$ cat config.mk
export PLATFORM = sky130hd
export DESIGN_NAME = sm4_cbc_cipher_top
export DESIGN_NICKNAME = d
export VERILOG_FILES = /design/src/sm4cbc_pkg.sv /design/src/sm4cbc_round.sv /design/src/sm4cbc_rk_mem.sv /design/src/sm4_cbc_cipher_top.sv
export SDC_FILE = /design/constraint.sdc
export NUM_CORES = 2
export LEC_CHECK = 0
export BUFFER_PORTS_ARGS = -buffer_cell sky130_fd_sc_hd__buf_2
export CAP_MARGIN = 15
export CORE_MARGIN = 5
export CORE_UTILIZATION = 45
export DETAILED_ROUTE_END_ITERATION = 8
export PLACE_DENSITY = 0.67
export SYNTH_ARGS = -nofsm -noshare
export SYNTH_HDL_FRONTEND = slang
export SYNTH_SLANG_ARGS = --single-unit
$ cat constraint.sdc
create_clock -name clk -period 11.33 [get_ports clk]
set_input_delay 1.133 -clock clk [delete_from_list [all_inputs] [get_ports clk]]
set_output_delay 1.133 -clock clk [all_outputs]
set_load 0.03 [all_outputs]
$ cat src/sm4cbc_pkg.sv
// ----------------------------------------------------------------------------
// SM4 CBC package
// Transaction types, register indexes, cipher constants and the S-box and
// linear transform functions shared by the SM4 CBC cipher modules.
// ----------------------------------------------------------------------------
package sm4cbc_pkg;

	localparam int NUM_ROUNDS = 32;
	localparam int RND_W      = $clog2(NUM_ROUNDS);

	typedef logic [RND_W-1:0]  rnd_idx_t;
	typedef logic [3:0][31:0]  words_t;

	// Configuration register indexes.
	localparam logic [2:0] REG_KEY_HIGH = 3'd0;
	localparam logic [2:0] REG_KEY_LOW  = 3'd1;
	localparam logic [2:0] REG_IV_HIGH  = 3'd2;
	localparam logic [2:0] REG_IV_LOW   = 3'd3;
	localparam logic [2:0] REG_MODE     = 3'd4;

	typedef struct packed {
		logic [63:0] block_high;
		logic [63:0] block_low;
		logic        start_of_message;
	} blk_item_t;

	typedef struct packed {
		logic [63:0] result_high;
		logic [63:0] result_low;
	} res_item_t;

	// Control and operands handed to the shared round unit.
	typedef struct packed {
		logic        key_sched;
		logic [31:0] rk;
		words_t      w;
	} rnd_ctrl_t;

	localparam words_t FK = '{32'hb27022dc, 32'h677d9197, 32'h56aa3350, 32'ha3b1bac6};

	localparam logic [7:0] SBOX [256] = '{
		8'hd6, 8'h90, 8'he9, 8'hfe, 8'hcc, 8'he1, 8'h3d, 8'hb7,
		8'h16, 8'hb6, 8'h14, 8'hc2, 8'h28, 8'hfb, 8'h2c, 8'h05,
		8'h2b, 8'h67, 8'h9a, 8'h76, 8'h2a, 8'hbe, 8'h04, 8'hc3,
		8'haa, 8'h44, 8'h13, 8'h26, 8'h49, 8'h86, 8'h06, 8'h99,
		8'h9c, 8'h42, 8'h50, 8'hf4, 8'h91, 8'hef, 8'h98, 8'h7a,
		8'h33, 8'h54, 8'h0b, 8'h43, 8'hed, 8'hcf, 8'hac, 8'h62,
		8'he4, 8'hb3, 8'h1c, 8'ha9, 8'hc9, 8'h08, 8'he8, 8'h95,
		8'h80, 8'hdf, 8'h94, 8'hfa, 8'h75, 8'h8f, 8'h3f, 8'ha6,
		8'h47, 8'h07, 8'ha7, 8'hfc, 8'hf3, 8'h73, 8'h17, 8'hba,
		8'h83, 8'h59, 8'h3c, 8'h19, 8'he6, 8'h85, 8'h4f, 8'ha8,
		8'h68, 8'h6b, 8'h81, 8'hb2, 8'h71, 8'h64, 8'hda, 8'h8b,
		8'hf8, 8'heb, 8'h0f, 8'h4b, 8'h70, 8'h56, 8'h9d, 8'h35,
		8'h1e, 8'h24, 8'h0e, 8'h5e, 8'h63, 8'h58, 8'hd1, 8'ha2,
		8'h25, 8'h22, 8'h7c, 8'h3b, 8'h01, 8'h21, 8'h78, 8'h87,
		8'hd4, 8'h00, 8'h46, 8'h57, 8'h9f, 8'hd3, 8'h27, 8'h52,
		8'h4c, 8'h36, 8'h02, 8'he7, 8'ha0, 8'hc4, 8'hc8, 8'h9e,
		8'hea, 8'hbf, 8'h8a, 8'hd2, 8'h40, 8'hc7, 8'h38, 8'hb5,
		8'ha3, 8'hf7, 8'hf2, 8'hce, 8'hf9, 8'h61, 8'h15, 8'ha1,
		8'he0, 8'hae, 8'h5d, 8'ha4, 8'h9b, 8'h34, 8'h1a, 8'h55,
		8'had, 8'h93, 8'h32, 8'h30, 8'hf5, 8'h8c, 8'hb1, 8'he3,
		8'h1d, 8'hf6, 8'he2, 8'h2e, 8'h82, 8'h66, 8'hca, 8'h60,
		8'hc0, 8'h29, 8'h23, 8'hab, 8'h0d, 8'h53, 8'h4e, 8'h6f,
		8'hd5, 8'hdb, 8'h37, 8'h45, 8'hde, 8'hfd, 8'h8e, 8'h2f,
		8'h03, 8'hff, 8'h6a, 8'h72, 8'h6d, 8'h6c, 8'h5b, 8'h51,
		8'h8d, 8'h1b, 8'haf, 8'h92, 8'hbb, 8'hdd, 8'hbc, 8'h7f,
		8'h11, 8'hd9, 8'h5c, 8'h41, 8'h1f, 8'h10, 8'h5a, 8'hd8,
		8'h0a, 8'hc1, 8'h31, 8'h88, 8'ha5, 8'hcd, 8'h7b, 8'hbd,
		8'h2d, 8'h74, 8'hd0, 8'h12, 8'hb8, 8'he5, 8'hb4, 8'hb0,
		8'h89, 8'h69, 8'h97, 8'h4a, 8'h0c, 8'h96, 8'h77, 8'h7e,
		8'h65, 8'hb9, 8'hf1, 8'h09, 8'hc5, 8'h6e, 8'hc6, 8'h84,
		8'h18, 8'hf0, 8'h7d, 8'hec, 8'h3a, 8'hdc, 8'h4d, 8'h20,
		8'h79, 8'hee, 8'h5f, 8'h3e, 8'hd7, 8'hcb, 8'h39, 8'h48
	};

	// Key schedule constant: byte j of word i is (4*i + j) * 7 modulo 256.
	function automatic logic [31:0] ck_word(input rnd_idx_t idx);
		logic [31:0] w;
		logic [9:0]  prod;
		w = '0;
		for (int j = 0; j < 4; j++) begin
			prod = {1'b0, idx, 2'(j)} * 10'd7;
			w[31-8*j -: 8] = prod[7:0];
		end
		return w;
	endfunction

	function automatic logic [31:0] sub_word(input logic [31:0] v);
		return {SBOX[v[31:24]], SBOX[v[23:16]], SBOX[v[15:8]], SBOX[v[7:0]]};
	endfunction

	// Data path transform L: rotations by 2, 10, 18 and 24.
	function automatic logic [31:0] lin_data(input logic [31:0] b);
		return b ^ {b[29:0], b[31:30]} ^ {b[21:0], b[31:22]} ^
			{b[13:0], b[31:14]} ^ {b[7:0], b[31:8]};
	endfunction

	// Key schedule transform L': rotations by 13 and 23.
	function automatic logic [31:0] lin_key(input logic [31:0] b);
		return b ^ {b[18:0], b[31:19]} ^ {b[8:0], b[31:9]};
	endfunction

endpackage

$ cat src/sm4cbc_round.sv
// ----------------------------------------------------------------------------
// SM4 CBC round unit
// One SM4 round, shared by the key schedule and the cipher rounds.
// ----------------------------------------------------------------------------
module sm4cbc_round (
	input  sm4cbc_pkg::rnd_ctrl_t ctrl,
	output logic [31:0]           new_word
);
	import sm4cbc_pkg::*;

	logic [31:0] mix;
	logic [31:0] sub;

	always_comb begin
		mix = ctrl.w[1] ^ ctrl.w[2] ^ ctrl.w[3] ^ ctrl.rk;
		sub = sub_word(mix);
		if (ctrl.key_sched) begin
			new_word = ctrl.w[0] ^ lin_key(sub);
		end else begin
			new_word = ctrl.w[0] ^ lin_data(sub);
		end
	end

endmodule

$ cat src/sm4cbc_rk_mem.sv
// ----------------------------------------------------------------------------
// SM4 CBC round key store
// Single-port-write, registered-read memory that holds the 32 round keys.
// ----------------------------------------------------------------------------
module sm4cbc_rk_mem (
	input  logic                 clk,
	input  logic                 wr,
	input  sm4cbc_pkg::rnd_idx_t waddr,
	input  logic [31:0]          wdata,
	input  sm4cbc_pkg::rnd_idx_t raddr,
	output logic [31:0]          rdata
);
	import sm4cbc_pkg::*;

	logic [31:0] mem [NUM_ROUNDS];

	always_ff @(posedge clk) begin
		if (wr) begin
			mem[waddr] <= wdata;
		end
		rdata <= mem[raddr];
	end

endmodule

$ cat src/sm4_cbc_cipher_top.sv
// ----------------------------------------------------------------------------
// SM4 CBC cipher
// Encrypts or decrypts 128-bit blocks with SM4 in CBC mode, one round a cycle.
// ----------------------------------------------------------------------------
// Usage:
// A block transaction enters on blk_valid/blk_stall and its result leaves on
// res_valid/res_stall; a transaction completes on an edge where valid is high
// and stall is low. The write port (wr_en, wr_index, wr_data) sets the key,
// the IV and the mode, and is to be written only while the block is idle;
// the block itself does not enforce this. No new block is accepted until the
// previous one has left the final state. The single shared round unit does
// one round per cycle. After a key write the first block first runs the key
// schedule on the same unit.
// The result sits in an output register, so a new block is accepted while a
// stalled result still waits; a finished block whose result cannot be loaded
// holds in the final state until the receiver takes the previous one.
// Reset clears the key, IV, mode and chaining value to zero and marks the
// round keys as stale, so the first block always runs the key schedule.
// ----------------------------------------------------------------------------
module sm4_cbc_cipher_top (
	input  logic                  clk,
	input  logic                  arst_n,
	input  logic                  blk_valid,
	output logic                  blk_stall,
	input  sm4cbc_pkg::blk_item_t blk_data,
	output logic                  res_valid,
	input  logic                  res_stall,
	output sm4cbc_pkg::res_item_t res_data,
	input  logic                  wr_en,
	input  logic [2:0]            wr_index,
	input  logic [63:0]           wr_data
);
	import sm4cbc_pkg::*;

	typedef enum logic [4:0] {
		ST_IDLE  = 5'b00001,
		ST_KEXP  = 5'b00010,
		ST_PREP  = 5'b00100,
		ST_ROUND = 5'b01000,
		ST_FIN   = 5'b10000
	} state_t;

	localparam rnd_idx_t LAST_ROUND = RND_W'(NUM_ROUNDS - 1);

	state_t       state_q;
	rnd_idx_t     cnt_q;
	logic         keys_ready_q;
	logic         mode_q;
	logic         dec_q;
	logic [127:0] key_q;
	logic [127:0] iv_q;
	logic [127:0] chain_q;
	logic [127:0] blk_q;
	words_t       w_q;
	logic         res_valid_q;
	res_item_t    res_q;

	logic         blk_acc;
	logic         res_load;
	logic [127:0] src_blk;
	logic [127:0] cipher;
	logic [127:0] result;
	rnd_ctrl_t    rnd_ctrl;
	logic [31:0]  new_word;
	rnd_idx_t     rd_idx;
	rnd_idx_t     raddr;
	logic [31:0]  rk_rdata;

	assign blk_stall = (state_q != ST_IDLE);
	assign blk_acc   = blk_valid && !blk_stall;
	assign res_valid = res_valid_q;
	assign res_data  = res_q;

	// The output register can take a result when it is empty or being drained.
	assign res_load = (state_q == ST_FIN) && (!res_valid_q || !res_stall);

	// Encryption whitens the block with the chaining value before the rounds.
	assign src_blk = dec_q ? blk_q : (blk_q ^ chain_q);
	// The final four state words come out in reversed order.
	assign cipher  = {w_q[3], w_q[2], w_q[1], w_q[0]};
	assign result  = dec_q ? (cipher ^ chain_q) : cipher;

	// The round key address leads the round counter because the memory read is registered.
	// Decryption walks the keys from the top, and ~idx equals 31 - idx.
	assign rd_idx = (state_q == ST_PREP) ? '0 : cnt_q + RND_W'(1);
	assign raddr  = dec_q ? ~rd_idx : rd_idx;

	always_comb begin
		rnd_ctrl.key_sched = (state_q == ST_KEXP);
		rnd_ctrl.rk        = (state_q == ST_KEXP) ? ck_word(cnt_q) : rk_rdata;
		rnd_ctrl.w         = w_q;
	end

	sm4cbc_round u_round (
		.ctrl     (rnd_ctrl),
		.new_word (new_word)
	);

	sm4cbc_rk_mem u_rk_mem (
		.clk   (clk),
		.wr    (state_q == ST_KEXP),
		.waddr (cnt_q),
		.wdata (new_word),
		.raddr (raddr),
		.rdata (rk_rdata)
	);

	// Control, configuration and chaining state.
	always_ff @(posedge clk or negedge arst_n) begin
		if (!arst_n) begin
			state_q      <= ST_IDLE;
			cnt_q        <= '0;
			keys_ready_q <= 1'b0;
			mode_q       <= 1'b0;
			dec_q        <= 1'b0;
			key_q        <= '0;
			iv_q         <= '0;
			chain_q      <= '0;
			res_valid_q  <= 1'b0;
		end else begin
			if (wr_en) begin
				case (wr_index)
					REG_KEY_HIGH: begin
						key_q[127:64] <= wr_data;
						keys_ready_q  <= 1'b0;
					end
					REG_KEY_LOW: begin
						key_q[63:0]  <= wr_data;
						keys_ready_q <= 1'b0;
					end
					REG_IV_HIGH: iv_q[127:64] <= wr_data;
					REG_IV_LOW:  iv_q[63:0]   <= wr_data;
					REG_MODE:    mode_q       <= wr_data[0];
					default: ;
				endcase
			end

			// A newly loaded result keeps valid high; a taken one clears it.
			if (res_load) begin
				res_valid_q <= 1'b1;
			end else if (!res_stall) begin
				res_valid_q <= 1'b0;
			end

			case (state_q)
				ST_IDLE: begin
					if (blk_acc) begin
						dec_q <= mode_q;
						cnt_q <= '0;
						if (blk_data.start_of_message) begin
							chain_q <= iv_q;
						end
						state_q <= keys_ready_q ? ST_PREP : ST_KEXP;
					end
				end
				ST_KEXP: begin
					cnt_q <= cnt_q + RND_W'(1);
					if (cnt_q == LAST_ROUND) begin
						keys_ready_q <= 1'b1;
						state_q      <= ST_PREP;
					end
				end
				ST_PREP: begin
					cnt_q   <= '0;
					state_q <= ST_ROUND;
				end
				ST_ROUND: begin
					cnt_q <= cnt_q + RND_W'(1);
					if (cnt_q == LAST_ROUND) begin
						state_q <= ST_FIN;
					end
				end
				ST_FIN: begin
					if (res_load) begin
						// Decryption chains on the ciphertext, encryption on its output.
						chain_q <= dec_q ? blk_q : cipher;
						state_q <= ST_IDLE;
					end
				end
				default: state_q <= ST_IDLE;
			endcase
		end
	end

	// Data path registers: the captured block, the four-word round state and
	// the output payload.
	always_ff @(posedge clk) begin
		if (blk_acc) begin
			blk_q <= {blk_data.block_high, blk_data.block_low};
			if (!keys_ready_q) begin
				w_q <= {key_q[31:0], key_q[63:32], key_q[95:64], key_q[127:96]} ^ FK;
			end
		end
		if (state_q == ST_PREP) begin
			w_q <= {src_blk[31:0], src_blk[63:32], src_blk[95:64], src_blk[127:96]};
		end
		if (state_q == ST_KEXP || state_q == ST_ROUND) begin
			w_q <= {new_word, w_q[3], w_q[2], w_q[1]};
		end
		if (res_load) begin
			res_q.result_high <= result[127:64];
			res_q.result_low  <= result[63:0];
		end
	end

endmodule

==> impl_metrics.yaml <==
timing:
  finalMaxSlewViolations: 0
  tightest_slew_ns: 1.25
  fmax_ghz: 0.120
  finalCritPeriodShare_pct: 73.4
  finalCriticalPeriod_ns: 8.32
  slew_headroom_pct: 15.9
  tns_ns: 0
  setup_viol: 0
  rsz0062_at_grt: "false"
  fin_skew_ns: 0.0518
  hold_viol: 0
global_route:
  grt_pass1_vias: 66400
  grt_pass1_wl_mm: 495
  antenna_found_initial: 35
  grt_max_degree: 192
  grt.total_usage_pct: 31.3
  overflow: 0
run:
  max_cap_viol_count: 0
floorplanning:
  die_area_um2: 217000
  die_x_um: 465
  initial_core_util_pct: 45.1
  coreArea_um2: 207000
  top_level_ports: 331
  rows: 167
  die_y_um: 465
logic_synthesis:
  ys_top_cells_by_count: "edfxtp_1 (1,408), nand2_1 (679), o21ai_0 (532), a21oi_1 (474), xnor2_1 (424)"
  ys_seq_area_share_pct: 56.6
  yosysUniqueCellTypes: 115
  synthSimpleGateAreaFrac_pct: 8.25
  async_flop_share_pct: 21.7
  ys.flop_type: "edfxtp_1"
  yosysTopAreaCell: "edfxtp_1"
  synth_xor_area_share_pct: 5.68
  muxShareOfSynthArea_pct: 12.9
  synth_fp_nets: 7653
  synth_seq_cells: 1838
  synth-edff-count: 1408
  ys_top_cells_by_area: "edfxtp_1 (45%), dfrtp_1 (11%), mux4_2 (7.7%), xnor2_1 (4.0%), mux2_2 (3.5%)"
  synth_fa_ha_area_share_pct: 0.823
  yosysTopAreaCellShare_pct: 45.3
  synthCells: 7395
  avgSynthCellArea_um2: 12.6
  synth_top_family_by_area: "compound AO/OA/AOI/OAI gates"
  synth_most_common_cell: "edfxtp_1"
  syn_area_um2: 93400
  synth_compound_area_share_pct: 12.9
  yosys_warnings: 0
cells_and_area:
  nFillCells: 17500
  layout-drive-gt1-share_pct: 21.3
  area_delta_synth_final_pct: 12.3
  fin_nets: 7797
worst_setup_path:
  crit_type: "flip-flop to flip-flop"
  arrival_ns: 8.80
  startpoint_type: "flip-flop"
  crit_fanout: 32
  path_cells: "inv_2 -> fa_1 -> inv_1 -> ha_1 -> nand2_1 -> o21ai_0 -> xnor2_1 -> mux2i_1 -> xor2_1 -> nor2_1 -> a221o_1 -> a311oi_4 -> xnor2_1 -> xnor2_2 -> xnor2_1 -> a21oi_1 -> xor2_2"
  cp_common_cell: "xnor2_1"
  cp_num_buf_inv: 2
  cp_top_family: "XOR/XNOR gates"
  critPathRequiredTime_ns: 11.82
  cp_slowest_cell: "xor2_2"
  crit_path_end_kind: "flip-flop"
  cp_slowest_stage_delay_ns: 0.95
clock_tree:
  cts_tree: "yes"
  cts_resized: 0
  postCtsSetupRepairBufs: 0
  cts_buffer_depth: 3
  htree_num_levels: 4
  hold_buffers: 0
  clk_pin_slew_ns: 0.09
  root_buffer: "clkbuf_16"
  insertion_delay_ns: 0.88
  clock_sinks: 1838
  numCtsBuffers: 187
routing:
  vias: 68900
  drc: 0
  dr.pass1.iters: 9
  drt-wirelength-per-cell_um: 33.4
  first_iter_violations: 10600
  viasPerCell: 6.61
  drtAntennaViolNets: 0
  routed_wl_mm: 348
place:
  dp_hpwl_mm: 220
  place.gp.congestion: 1.02
  portBuffers: 330
worst_hold_path:
  hp-class: "input port to asynchronous set/reset pin"
outcome:
  status: "finished clean"
-- worst register-to-register path: cells and delay by family (launching register included) --
kind            cells  cell delay [ns]
xor+xnor            6             2.87
compound gates      4             2.19
fa+ha+maj           2             0.92
flops               1             0.70
mux                 1             0.44
buf+inv             2             0.41
simple gates        2             0.39
-- final timing paths --
path	end	slack (ns)	from	cells past startpoint
setup / recovery	u_rk_mem.mem[9][28]	3.01	cnt_q[0]	17
hold / removal	chain_q[39]	0.32	arst_n	1
setup reg to reg	u_rk_mem.mem[9][28]	3.01	cnt_q[0]	17
hold reg to reg	chain_q[75]	0.49	chain_q[75]	2
max in group asynchronous	iv_q[62]	8.84	arst_n	3
min in group clk	blk_q[56]	0.43	blk_data[57]	1
-- sequential cells by signal, summed over array words and instances, names as in the netlist --
name	cells
cnt_q	5
mode_q	1
res_data	128
chain_q	128
dec_q	1
state_q	5
cipher	128
res_valid	1
blk_q	128
u_rk_mem.mem	1024
keys_ready_q	1
iv_q	128
u_rk_mem.rdata	32
key_q	128
-- stage by stage --
| step | utilization [%] | setup slack (ns) | instance area, µm² | cells | hold WS, ns |
|---|---|---|---|---|---|
| finish | 50.7 | 3.01 | 105000 | 10400 | 0.316 |
| global route | 50.7 | 2.72 | 105000 | 10400 | 0.338 |
| CTS | 50.6 | 3.05 | 105000 | 10400 | 0.289 |
| detailed placement | 47.5 | 3.10 | 98200 | 10000 | 0.485 |
| global placement | 47.5 | 3.22 | 98200 | 10000 | 0.475 |
| floorplan | - | 1.99 | 93400 | 7395 | 0.435 |
-- routing by layer --
metal	GRT usage [%]	share of wire [%]	up-vias
li1	-	-	28500
met1	42.5	39	34900
met2	47.9	45	4553
met3	7.27	11	945
met4	14.5	5.5	14
met5	0	0.025	-
-- layout by cell type, fill, tap and decap left out, types with 25 or more instances in the layout --
| cell type | n |
|---|---|
| edfxtp_1 | 1408 |
| nand2_1 | 675 |
| o21ai_0 | 528 |
| a21oi_1 | 470 |
| xnor2_1 | 403 |
| dfrtp_1 | 396 |
| nor2_1 | 395 |
| buf_2 | 329 |
| mux4_2 | 320 |
| mux2_2 | 292 |
| clkbuf_16 | 189 |
| buf_4 | 186 |
| mux2i_1 | 151 |
| nand3_1 | 108 |
| nor3_1 | 103 |
| o211ai_1 | 102 |
| xor2_1 | 84 |
| a211oi_1 | 83 |
| nor2b_1 | 76 |
| nand2b_1 | 75 |
| a31oi_1 | 69 |
| o22ai_1 | 51 |
| ha_1 | 51 |
| clkbuf_1 | 51 |
| a221oi_1 | 47 |
| inv_1 | 41 |
| and3_1 | 39 |
| o221ai_1 | 38 |
| xnor2_2 | 32 |
| a21o_1 | 32 |
| a311oi_1 | 32 |
| a2111oi_0 | 32 |
| dfxtp_1 | 32 |
| or3_1 | 31 |
| clkinv_2 | 31 |
| and3_4 | 29 |
| nand4_1 | 28 |
| o21ai_1 | 26 |
| clkinv_1 | 25 |
| o31ai_1 | 25 |
-- cells by family (layout without fill, tap and decap cells) --
group | Yosys count | count (layout)
buf+inv | 630 | 938
xor+xnor | 563 | 563
fa+ha+maj | 58 | 58
mux | 763 | 763
other cells | 0 | 22
flops | 1838 | 1838
simple gates | 1678 | 1678
compound gates | 1865 | 1865
-- layout make-up --
cell class	instances	area [µm²]	share of cell area (%)
Multi-Input combinational cell	4927	38600	36.8
Sequential cell	1838	52900	50.5
Clock inverter	98	1250	1.19
Antenna cell	22	55.1	0.0525
Timing Repair Buffer	535	3370	3.22
Clock buffer	255	5130	4.89
Tap cell	2704	3380	3.23
Inverter	50	193	0.184
Power is left out: the tool's default activity adds up to more than one toggle a clock period on the data nets, which glitch-free logic cannot reach.
